**config.mk**
```make
export PLATFORM = sky130hd
export DESIGN_NAME = html_char_reference_decoder
export DESIGN_NICKNAME = d
export VERILOG_FILES = /design/src/rtl/hcrd_pkg.sv /design/src/rtl/hcrd_pend_ram.sv /design/src/rtl/html_char_reference_decoder.sv
export SDC_FILE = /design/constraint.sdc
export NUM_CORES = 1
export LEC_CHECK = 0
export ABC_AREA = 1
export BUFFER_PORTS_ARGS = -buffer_cell sky130_fd_sc_hd__buf_2
export CORE_MARGIN = 2
export CORE_UTILIZATION = 66
export CTS_BUF_LIST = sky130_fd_sc_hd__clkbuf_8
export DETAILED_ROUTE_END_ITERATION = 8
export MAX_ROUTING_LAYER = met4
export PLACE_DENSITY = 0.83
export SETUP_SLACK_MARGIN = 0.1
export SYNTH_ARGS = -nofsm -noshare
export SYNTH_HDL_FRONTEND = slang
export SYNTH_SLANG_ARGS = --single-unit
```
**constraint.sdc**
```tcl
create_clock -name clk -period 5.05 [get_ports clk]
set_input_delay 1.01 -clock clk [delete_from_list [all_inputs] [get_ports clk]]
set_output_delay 1.01 -clock clk [all_outputs]
set_load 0.005 [all_outputs]
```
**src/rtl/hcrd_pkg.sv**
```systemverilog
// ----------------------------------------------------------------------------
// HTML character reference decoder package
// Shared word types, parse-mode codes and the named reference table.
// ----------------------------------------------------------------------------
package hcrd_pkg;

  localparam int PendingMax = 32;
  localparam int PendAw = $clog2(PendingMax);
  localparam int PendCw = $clog2(PendingMax + 1);
  localparam int NameMax = 6;
  localparam int NumRefs = 24;

  localparam logic [2:0] MODE_PLAIN    = 3'd0;
  localparam logic [2:0] MODE_AMP      = 3'd1;
  localparam logic [2:0] MODE_HASH     = 3'd2;
  localparam logic [2:0] MODE_HEXSTART = 3'd3;
  localparam logic [2:0] MODE_DIGITS   = 3'd4;
  localparam logic [2:0] MODE_NAME     = 3'd5;

  typedef struct packed {
    logic [7:0] in_byte;
    logic       text_end;
  } in_word_t;

  typedef struct packed {
    logic [7:0] out_byte;
    logic       run_last;
    logic       text_done;
  } out_word_t;

  // Names packed first character in the low byte, zero padded.
  typedef struct packed {
    logic [47:0] name;
    logic [2:0]  len;
    logic [20:0] cp;
  } name_ref_t;

  function automatic name_ref_t ref_entry(input logic [4:0] k);
    name_ref_t r;
    r = '0;
    case (k)
      5'd0:  r = '{48'h706d61, 3'd3, 21'h26};
      5'd1:  r = '{48'h746c, 3'd2, 21'h3C};
      5'd2:  r = '{48'h7467, 3'd2, 21'h3E};
      5'd3:  r = '{48'h746f7571, 3'd4, 21'h22};
      5'd4:  r = '{48'h736f7061, 3'd4, 21'h27};
      5'd5:  r = '{48'h7073626e, 3'd4, 21'hA0};
      5'd6:  r = '{48'h79706f63, 3'd4, 21'hA9};
      5'd7:  r = '{48'h676572, 3'd3, 21'hAE};
      5'd8:  r = '{48'h6564617274, 3'd5, 21'h2122};
      5'd9:  r = '{48'h687361646d, 3'd5, 21'h2014};
      5'd10: r = '{48'h687361646e, 3'd5, 21'h2013};
      5'd11: r = '{48'h70696c6c6568, 3'd6, 21'h2026};
      5'd12: r = '{48'h6f7571736c, 3'd5, 21'h2018} ;
      5'd13: r = '{48'h6f75717372, 3'd5, 21'h2019};
      5'd14: r = '{48'h6f7571646c, 3'd5, 21'h201C};
      5'd15: r = '{48'h6f75716472, 3'd5, 21'h201D};
      5'd16: r = '{48'h6f727565, 3'd4, 21'h20AC};
      5'd17: r = '{48'h646e756f70, 3'd5, 21'hA3};
      5'd18: r = '{48'h6e6579, 3'd3, 21'hA5};
      5'd19: r = '{48'h746e6563, 3'd4, 21'hA2};
      5'd20: r = '{48'h74636573, 3'd4, 21'hA7};
      5'd21: r = '{48'h61726170, 3'd4, 21'hB6};
      5'd22: r = '{48'h746f6464696d, 3'd6, 21'hB7};
      5'd23: r = '{48'h676564, 3'd3, 21'hB0};
      default: r = '0;
    endcase
    return r;
  endfunction

endpackage

```
**src/rtl/hcrd_pend_ram.sv**
```systemverilog
// ----------------------------------------------------------------------------
// Pending byte store
// One write port and one registered read port holding bytes after '&'.
// ----------------------------------------------------------------------------
module hcrd_pend_ram (
  input  logic                        clk,
  input  logic                        we,
  input  logic [hcrd_pkg::PendAw-1:0] waddr,
  input  logic [7:0]                  wdata,
  input  logic [hcrd_pkg::PendAw-1:0] raddr,
  output logic [7:0]                  rdata
);

  logic [7:0] mem [hcrd_pkg::PendingMax];

  always_ff @(posedge clk) begin
    if (we) begin
      mem[waddr] <= wdata;
    end
    rdata <= mem[raddr];
  end

endmodule

```
**src/rtl/html_char_reference_decoder.sv**
```systemverilog
// ----------------------------------------------------------------------------
// HTML character reference decoder
// Replaces &name; and numeric references in a byte stream by UTF-8 bytes.
// ----------------------------------------------------------------------------
//  channel | direction | payload     | handshake
//  in      | input     | in_word_t   | in_valid / in_ready
//  out     | output    | out_word_t  | out_valid / out_ready
//
// A plain byte is emitted as one word. A reference byte that is held emits
// nothing. After a closing ';' the one to four UTF-8 words of the replacement
// follow, one per cycle while the output is taken. A failed reference emits '&',
// then each held byte (a memory read, then the word), then clears the reference
// and handles the failing byte.
// Reset is synchronous and returns to plain text.
// The output word register stalls all work while it is full and not taken.
module html_char_reference_decoder (
  input  logic                clk,
  input  logic                rst,
  input  logic                in_valid,
  output logic                in_ready,
  input  hcrd_pkg::in_word_t  in_word,
  output logic                out_valid,
  input  logic                out_ready,
  output hcrd_pkg::out_word_t out_word
);

  localparam int Aw = hcrd_pkg::PendAw;
  localparam int Cw = hcrd_pkg::PendCw;

  // Sequencer states.
  localparam logic [2:0] ST_IDLE  = 3'd0;  // accept next byte
  localparam logic [2:0] ST_CP    = 3'd1;  // emitting code point bytes
  localparam logic [2:0] ST_AMP   = 3'd2;  // replay: emit '&'
  localparam logic [2:0] ST_REPL  = 3'd3;  // replay: emit held bytes
  localparam logic [2:0] ST_AFTER = 3'd4;  // replay done: redo the byte

  logic [2:0]    state;
  logic [2:0]    mode;
  logic [Cw-1:0] count;
  logic [24:0]   number;
  logic          ovf;
  logic          hex;
  logic [47:0]   name;          // shadow of the first name letters
  logic [7:0]    cur;           // byte being worked on
  logic          cur_end;
  logic          redo;          // after replay, redo cur as plain
  logic          flush;         // replay is the end-of-text flush
  logic [31:0]   cpbytes;
  logic [2:0]    cpn;
  logic [2:0]    cpi;
  logic [Cw-1:0] ridx;
  logic          rvalid;

  logic          ow_full;
  logic          ow_room;
  assign ow_room = !ow_full || out_ready;
  assign out_valid = ow_full;

  // Memory access.
  logic          we;
  logic [Aw-1:0] raddr;
  logic [7:0]    rdata;
  hcrd_pend_ram u_ram (
    .clk(clk), .we(we), .waddr(count[Aw-1:0]), .wdata(in_word.in_byte),
    .raddr(raddr), .rdata(rdata)
  );

  // Byte classes for the incoming byte.
  logic [7:0] c;
  logic is_let, is_dec, is_hexd, full;
  logic [3:0] dval;
  assign c = in_word.in_byte;
  assign is_let = (c >= 8'h61 && c <= 8'h7A) || (c >= 8'h41 && c <= 8'h5A);
  assign is_dec = c >= 8'h30 && c <= 8'h39;
  assign is_hexd = is_dec || (c >= 8'h61 && c <= 8'h66) || (c >= 8'h41 && c <= 8'h46);
  assign full = count >= Cw'(hcrd_pkg::PendingMax);
  always_comb begin
    if (is_dec) dval = 4'(c - 8'h30);
    else if (c >= 8'h61) dval = 4'(c - 8'h57);
    else dval = 4'(c - 8'h37);
  end

  logic [24:0] acc_next;
  logic        acc_ovf;
  always_comb begin
    acc_ovf = number > 25'h10FFFF;
    acc_next = hex ? {number[20:0], 4'b0} + 25'(dval)
                   : 25'({number, 3'b0} + {number, 1'b0}) + 25'(dval);
  end

  // Name lookup over the shadow register.
  logic        hit;
  logic [20:0] hit_cp;
  always_comb begin
    hcrd_pkg::name_ref_t e;
    hit = 1'b0;
    hit_cp = '0;
    for (int k = 0; k < hcrd_pkg::NumRefs; k++) begin
      e = hcrd_pkg::ref_entry(5'(k));
      if (Cw'(e.len) == count && e.name == name && !hit) begin
        hit = 1'b1;
        hit_cp = e.cp;
      end
    end
  end

  // Code point to UTF-8 bytes, first byte in the low lane.
  function automatic logic [34:0] utf8(input logic [20:0] cp);
    logic [7:0] b0, b1, b2, b3;
    b3 = {2'b10, cp[5:0]};
    b2 = {2'b10, cp[11:6]};
    b1 = {2'b10, cp[17:12]};
    if (cp < 21'h80) return {3'd1, 24'h0, cp[7:0]};
    if (cp < 21'h800) return {3'd2, 16'h0, b3, 3'b110, cp[10:6]};
    if (cp < 21'h10000) return {3'd3, 8'h0, b3, b2, 4'b1110, cp[15:12]};
    b0 = {5'b11110, cp[20:18]};
    return {3'd4, b3, b2, b1, b0};
  endfunction

  logic [20:0] num_cp;
  always_comb begin
    if (ovf || number > 25'h10FFFF || number == 0 ||
        (number >= 25'hD800 && number <= 25'hDFFF)) num_cp = 21'hFFFD;
    else num_cp = number[20:0];
  end

  // Whether the byte is held in the current mode.
  logic hold_ok;
  always_comb begin
    unique case (mode)
      hcrd_pkg::MODE_AMP:      hold_ok = c == 8'h23 || is_let;
      hcrd_pkg::MODE_HASH:     hold_ok = c == 8'h78 || c == 8'h58 || is_dec;
      hcrd_pkg::MODE_HEXSTART: hold_ok = is_hexd;
      hcrd_pkg::MODE_DIGITS:   hold_ok = hex ? is_hexd : is_dec;
      hcrd_pkg::MODE_NAME:     hold_ok = is_let;
      default:                 hold_ok = 1'b0;
    endcase
  end

  assign in_ready = state == ST_IDLE && ow_room && !redo;
  logic acc;
  assign acc = in_valid && in_ready;
  assign we = acc && hold_ok && !full;

  // The replay's final word ends the byte's run unless the failing byte still
  // emits a word of its own afterwards.
  logic rep_last;
  assign rep_last = flush || (cur == 8'h26 && !cur_end);

  // A new output word is loaded in this cycle.
  logic load;
  always_comb begin
    load = 1'b0;
    if (ow_room) begin
      unique case (state)
        ST_IDLE: begin
          if (redo) load = !(cur == 8'h26 && !cur_end);
          else load = acc && mode == hcrd_pkg::MODE_PLAIN &&
                      !(c == 8'h26 && !in_word.text_end);
        end
        ST_CP, ST_AMP: load = 1'b1;
        ST_REPL: load = rvalid;
        default: load = 1'b0;
      endcase
    end
  end

  assign raddr = ridx[Aw-1:0];

  task automatic push(input logic [7:0] b, input logic last, input logic done);
    out_word <= '{b, last, done};
  endtask

  always_ff @(posedge clk) begin
    if (rst) begin
      ow_full <= 1'b0;
    end else if (load) begin
      ow_full <= 1'b1;
    end else if (out_ready) begin
      ow_full <= 1'b0;
    end
  end

  always_ff @(posedge clk) begin
    if (rst) begin
      state <= ST_IDLE;
      mode <= hcrd_pkg::MODE_PLAIN;
      count <= '0;
      number <= '0;
      ovf <= 1'b0;
      hex <= 1'b0;
      redo <= 1'b0;
      flush <= 1'b0;
      rvalid <= 1'b0;
      name <= '0;
    end else begin
      if (ow_room) begin
        unique case (state)
          ST_IDLE: begin
            if (redo) begin
              // Failing byte handled as plain text; a '&' not at the end opens a new reference.
              redo <= 1'b0;
              if (cur == 8'h26) begin
                if (cur_end) push(8'h26, 1'b1, 1'b1);
                else mode <= hcrd_pkg::MODE_AMP;
              end else begin
                push(cur, 1'b1, cur_end);
              end
            end else if (acc) begin
              cur <= c;
              cur_end <= in_word.text_end;
              if (mode == hcrd_pkg::MODE_PLAIN) begin
                if (c == 8'h26) begin
                  if (in_word.text_end) push(8'h26, 1'b1, 1'b1);
                  else begin
                    mode <= hcrd_pkg::MODE_AMP;
                    count <= '0; number <= '0; ovf <= 1'b0; hex <= 1'b0; name <= '0;
                  end
                end else push(c, 1'b1, in_word.text_end);
              end else if (hold_ok && !full) begin
                count <= count + 1'b1;
                if (count < Cw'(hcrd_pkg::NameMax))
                  name[8*count[2:0] +: 8] <= c;
                unique case (mode)
                  hcrd_pkg::MODE_AMP:
                    mode <= (c == 8'h23) ? hcrd_pkg::MODE_HASH : hcrd_pkg::MODE_NAME;
                  hcrd_pkg::MODE_HASH: begin
                    if (c == 8'h78 || c == 8'h58) begin
                      hex <= 1'b1;
                      mode <= hcrd_pkg::MODE_HEXSTART;
                    end else begin
                      number <= acc_next;
                      mode <= hcrd_pkg::MODE_DIGITS;
                    end
                  end
                  hcrd_pkg::MODE_HEXSTART, hcrd_pkg::MODE_DIGITS: begin
                    if (acc_ovf) ovf <= 1'b1;
                    else number <= acc_next;
                    mode <= hcrd_pkg::MODE_DIGITS;
                  end
                  default: ;
                endcase
                if (in_word.text_end) begin
                  // Held byte is the last: flush '&' and all held bytes.
                  state <= ST_AMP;
                  flush <= 1'b1;
                end
              end else if (c == 8'h3B && mode == hcrd_pkg::MODE_DIGITS) begin
                {cpn, cpbytes} <= utf8(num_cp);
                cpi <= 3'd0;
                state <= ST_CP;
              end else if (c == 8'h3B && mode == hcrd_pkg::MODE_NAME && hit) begin
                {cpn, cpbytes} <= utf8(hit_cp);
                cpi <= 3'd0;
                state <= ST_CP;
              end else begin
                state <= ST_AMP;
                flush <= 1'b0;
              end
            end
          end
          ST_CP: begin
            push(cpbytes[8*cpi[1:0] +: 8], cpi + 1'b1 == cpn, cur_end && cpi + 1'b1 == cpn);
            cpi <= cpi + 1'b1;
            if (cpi + 1'b1 == cpn) begin
              state <= ST_IDLE;
              mode <= hcrd_pkg::MODE_PLAIN;
            end
          end
          ST_AMP: begin
            push(8'h26, count == 0 && rep_last, count == 0 && flush);
            ridx <= '0;
            rvalid <= 1'b0;
            state <= (count == 0) ? ST_AFTER : ST_REPL;
          end
          ST_REPL: begin
            if (!rvalid) begin
              rvalid <= 1'b1;
            end else begin
              push(rdata, ridx + 1'b1 == count && rep_last,
                   ridx + 1'b1 == count && flush);
              ridx <= ridx + 1'b1;
              rvalid <= 1'b0;
              if (ridx + 1'b1 == count) state <= ST_AFTER;
            end
          end
          default: begin
            state <= ST_IDLE;
            mode <= hcrd_pkg::MODE_PLAIN;
            count <= '0; number <= '0; ovf <= 1'b0; hex <= 1'b0; name <= '0;
            redo <= !flush;
          end
        endcase
      end
    end
  end

  no_accept_busy: assert property (@(posedge clk) disable iff (rst)
    state != ST_IDLE |-> !in_ready) else $error("byte taken while busy");
  count_bound: assert property (@(posedge clk) disable iff (rst)
    count <= Cw'(hcrd_pkg::PendingMax)) else $error("pending count overrun");
  out_hold: assert property (@(posedge clk) disable iff (rst)
    (out_valid && !out_ready) |=> (out_valid && $stable(out_word)))
    else $error("output word dropped or changed while stalled");

endmodule
```
# == Word-level counts from Yosys, hierarchy flattened ==
# Memory sizes are Yosys's and may differ from the RTL's. A register that Yosys moved wholly into a read port is not among the register bits.
# Index checks and enable logic that the tools add are counted.
# totals
memories,1
ram_bits,256
wordCells,509
output_inout_bits,12
register_bits,154
# mem_list
name,words,word_bits,read_ports,rd_ports_with_merged_regs,wr,line,source
u_ram.mem,32,8,1,1,1,hcrd_pend_ram.sv:14,logic [7:0] mem [hcrd_pkg::PendingMax];
# classes
reduce_logical,141
add_sub_neg,10
magnitude_cmp,19
shift,3
bitwise,6
eq_ne,78
muxes,231
# ops
op,n
21-bit two-way mux,24
35-bit two-way mux,12
"31-bit by 48-bit == test with 1-bit output, first input constant",8
"39-bit by 48-bit == test with 1-bit output, first input constant",8
48-bit two-way mux,7
25-bit two-way mux,9
"23-bit by 48-bit == test with 1-bit output, first input constant",4
1-bit two-way mux,113
25-bit case mux with 2 select lines,2
"15-bit by 48-bit == test with 1-bit output, first input constant",2
"47-bit by 48-bit == test with 1-bit output, first input constant",2
48-bit case mux with 2 select lines,1
3-bit two-way mux,27
10-bit two-way mux,8
1-bit logical AND,71
32-bit two-way mux,2
25-bit by 4-bit adder with 25-bit output,2
48-bit bitwise mux,1
6-bit two-way mux,8
8-bit AND reduction,6
"8-bit by 34-bit variable shift with 48-bit output, first input constant",1
8-bit by 34-bit indexed part select with 48-bit output,1
"21-bit by 12-bit < comparator with 1-bit output, second input constant",2
"21-bit by 17-bit < comparator with 1-bit output, second input constant",2
61 further kinds,165

# == Longest topological paths before layout ==
# depth
ltp_word,109
depth_mapped,28
mapped_depth_nobuf,28

# == Hierarchy ==
# From an unflattened synthesis, not the netlist that was laid out.
# unflattened
hier_cells,2566
hier_area_um2,22215.1
# modules_own_cells
module,seq_area_each_um2,cells_each,area_per_inst_um2,instances
html_char_reference_decoder,3593.4,1644,11428.5,1
hcrd_pend_ram,7847.5,922,10786.6,1

# == Worst setup path before layout ==
# Ideal clock, no wire load.
# synth_timing
path_kind,input port to flip-flop
start,in in_word[2] in the netlist's numbering
end,reg number[24]
setup_ns,0.128
required_ns,4.922
path_slack_ns,0.352
path_buffers,0
stages,26
t_arrival_ns,4.570
cell_sequence,inv_1 > ha_1 > nand2_1 > nand3_1 > nand2_1 > inv_1 > nor2_1 > xor2_1 > fa_1 > fa_1 > o21ai_2 > nand2_1 > o211ai_1 > a21boi_2 > o21ai_2 > a21boi_2 > o21ai_2 > a21boi_1 > o21ai_1 > nand2_1 > nand2_1 > a21oi_1 > xor2_1 > nand2_1 > a22oi_1 > nor2_1
# synth_via
elab_chain_cells,12
# synth_lines
element,line,source
start: declaration,html_char_reference_decoder.sv:21,"input hcrd_pkg::in_word_t in_word,"
"8-bit by 7-bit greater-or-equal comparator with 1-bit output, or another cell as far along","html_char_reference_decoder.sv:73, html_char_reference_decoder.sv:75, html_char_reference_decoder.sv:79",
4-bit two-way mux or 1-bit logical AND (tied branches),"html_char_reference_decoder.sv:79, html_char_reference_decoder.sv:74",
4-bit two-way mux,html_char_reference_decoder.sv:78,if (is_dec) dval = 4'(c - 8'h30);
"25-bit by 4-bit adder with 25-bit output, on equally long branches","html_char_reference_decoder.sv:88, html_char_reference_decoder.sv:87",
25-bit two-way mux,html_char_reference_decoder.sv:87,"acc_next = hex ? {number[20:0], 4'b0} + 25'(dval)"
"25-bit two-way mux, on equally long branches","html_char_reference_decoder.sv:237, html_char_reference_decoder.sv:228",
25-bit case mux with 2 select lines,html_char_reference_decoder.sv:224,unique case (mode)
25-bit two-way mux,html_char_reference_decoder.sv:220,end else if (hold_ok && !full) begin
25-bit two-way mux,html_char_reference_decoder.sv:212,if (mode == hcrd_pkg::MODE_PLAIN) begin
25-bit two-way mux,html_char_reference_decoder.sv:209,end else if (acc) begin
25-bit two-way mux,html_char_reference_decoder.sv:200,if (redo) begin
25-bit case mux with 2 select lines,html_char_reference_decoder.sv:198,unique case (state)
end signal: assignment,html_char_reference_decoder.sv:232,number <= acc_next;
end signal: assignment,html_char_reference_decoder.sv:238,else number <= acc_next;
end: declaration,html_char_reference_decoder.sv:40,logic [24:0] number;
# Several ways; a longest one is shown, not always the timed one. The select of a mux whose other input is x is not followed.
# A chain may end at the register's enable or synchronous reset.

# == Worst setup path in the final report ==
# Ends and elaborated chain as after synthesis.

==> out/results.ini <==
[floorplan]
coreArea_um2=30700
start_util_pct=67.5
fp-row-count=64
die_h_um=181
die_area_um2=32900
pin_count=25
die_w_um=181

[power]
p_leak_nw=8.45
switching_share_pct=36.9
p_clk_share_pct=29.5
design_power_total_w=0.00920
pwr_density_cell_nw_per_um2=405
power_frac_seq_pct=42.6
p_switching_w=0.00340
vdd_drop_max_uv=285
p_comb_share_pct=27.9
power.internal_w=0.00581

[sta]
slew_headroom_pct=32.7
fin_hold_ws_ps=453
maxSlewViolCount=0
hold_violations=0
rsz0062_at_grt=no
period_minus_slack_ps=4560
finalClockSkew_ps=44.1
max_freq_mhz=219
tns_ps=0
worst_pin_slew_ps=1000
post-route-period-util_pct=90.4
setup_viol=0

[yosys]
synth_cells=2229
synthXorXnorAreaFrac_pct=1.18
synth-seq-cells=414
synth_cell_types=62
synthMuxAreaShare_pct=0
synthesis.area_um2=20800
synth_edf_count=315
synth_compound_area_share_pct=14.5
avgSynthCellArea_um2=9.31
yosysSeqAreaShare_pct=55.1
synth_top_family_by_area=simple AND/OR/NAND/NOR gates
postSynth.asyncResetShare_pct=0
yosysWarnings=0
syn_nets=2300
ys.flop_type=edfxtp_1
synth-simple-area-share_pct=20.5
synthAdderAreaFrac_pct=3.57

[global_route]
grt_overflow_total=0
grt.total_usage_pct=38.3
grt_max_degree=103
antenna_found_initial=0
grt_pass1_vias=17400
grt_pass1_wl_um=94900

[setup_path]
worstPathBufferInverterCount=3
critical_path_class=in -> reg
max_stage_delay_ps=510
path_delay_family=compound AO/OA/AOI/OAI gates
crit_path_max_fanout=4
cp-end-kind=flop
slowest_stage=fa_1
crit_path_start_kind=primary input
crit_top_cell=nand2_1
cp.required_ps=5500
arrival_ps=5010

[clock_network]
h-tree-depth=3
clock_latency_ps=600
cts_buffers=67
ctsHoldBuffers=0
clk_path_buf_depth=3
cts_setup_buffers=0
clk_pin_slew_ps=60
clock_sinks=414
cts_tree=yes
post_cts_resized=0
clockRootBuffer=clkbuf_8

[placement]
portBuffers=24
dp.cells=2625
dp_hpwl_um=41500
gp_congestion=0.995
place_area_um2=21500

[layout]
drive_above_1_share_pct=11.6
multi_input_area_um2=8250
nFillCells=2174
fin_cells=2741
fin_nets=2369
fin_area_um2=22700
final_cell_mix=365 x nor2_1, 315 x edfxtp_1, 314 x nand2_1
antenna_cells=0
mostFrequentLayoutCell=nor2_1
seqCellArea_um2=11400
synthToLayoutAreaGrowth_pct=9.44

[route]
wl_um=60800
drtIter0Drc=2116
via_count=17800
routedWlPerCell_um=22.2
dr.pass1.iters=8
route.detailed.drc=0
final_antenna_net_count=0
via_per_inst=6.49

[run_status]
status=finished, final reports clean

[run]
max-cap-violations=0

[min_path]
hp-class=reg -> reg

-- final timing paths --
check	slack, ps	cells after the start	end	start
setup reg to reg	1140	17	cpbytes[16]	count[2]
setup / recovery	490	27	number[24]	in_word[2]
hold / removal	450	2	name[39]	name[39]
hold reg to reg	450	2	name[39]	name[39]
-- worst min-delay path, cell delays in order (launching register included) --
cell     delay [ps]
dfxtp_1         310
nand2_1          60
nor2_1           40
-- power by group through the flow --
| stage | registers (W) | logic, W | clock network [W] |
|---|---|---|---|
| final | 0.00392 | 0.00257 | 0.00272 |
| after global routing | 0.00393 | 0.00280 | 0.00286 |
| after CTS | 0.00391 | 0.00251 | 0.00272 |
| after detailed placement | 0.00398 | 0.00249 | 0 |
| after global placement | 0.00398 | 0.00247 | 0 |
| after floorplan | 0.00393 | 0.00181 | 0 |
-- layer usage --
layer	global-route usage, %	part of all wire (%)	up-vias
met5	-	0	-
met3	5.79	8.8	255
met4	21.1	6.1	0
met2	62.4	48	1112
li1	-	-	8033
met1	46.0	37	8400
-- cells in the mapped netlist, types with 7 or more instances --
master,n,share of area (%)
ha_1,56,3.4
nand2_4,7,0.38
inv_2,19,0.34
a32oi_1,9,0.38
o221ai_1,44,1.9
nand4_1,35,1.1
or2_2,13,0.39
nand3_1,94,2.3
nor4_1,21,0.63
a31oi_1,10,0.30
o21ai_0,208,5.0
a21oi_1,129,3.1
edfxtp_1,315,46
nor2_2,10,0.30
a21oi_2,7,0.30
buf_2,7,0.17
dfxtp_1,99,9.5
nand2_1,314,5.7
xor2_1,17,0.72
nor3_1,51,1.2
nand2_2,9,0.27
xnor2_1,11,0.46
nor2_1,366,6.6
o211ai_1,17,0.61
inv_1,161,2.9
clkbuf_1,71,1.3
o22ai_1,27,0.81
o21ai_1,11,0.27
-- logic make-up after synthesis --
logic type,count (synthesis)
and+or+nand+nor,951
AOI/OAI and AO/OA,504
DFF,414
buffers and inverters,274
adders and majority gates,58
xor gates and xnor gates,28
-- area by class of cell --
cell class                      instances  share of cell area (%)
Clock inverter                         45                    1.09
Inverter                              189                    3.19
Tap cell                              396                    2.18
Timing Repair Buffer                   85                    2.60
Sequential cell                       414                    50.4
Multi-Input combinational cell       1541                    36.3
Clock buffer                           71                    4.30
-- per-stage QoR --
step	setup WS, ps	utilization (%)
2_1_floorplan	352	-
3_3_place_gp	20.5	69.9
3_5_place_dp	-62.5	69.9
4_1_cts	536	73.9
5_1_grt	119	73.9
6_report	486	73.9
-- sequential cells by signal (all words and copies together) (netlist names) --
name	cells
flush	1
rvalid	1
cur	8
ovf	1
state	3
u_ram.mem	256
redo	1
cpbytes	29
cpn	2
mode	3
count	6
name	48
cur_end	1
out_word	10
cpi	3
hex	1
ridx	6
number	25
out_valid	1
u_ram.rdata	8
Power figures use the tool's default switching activity.
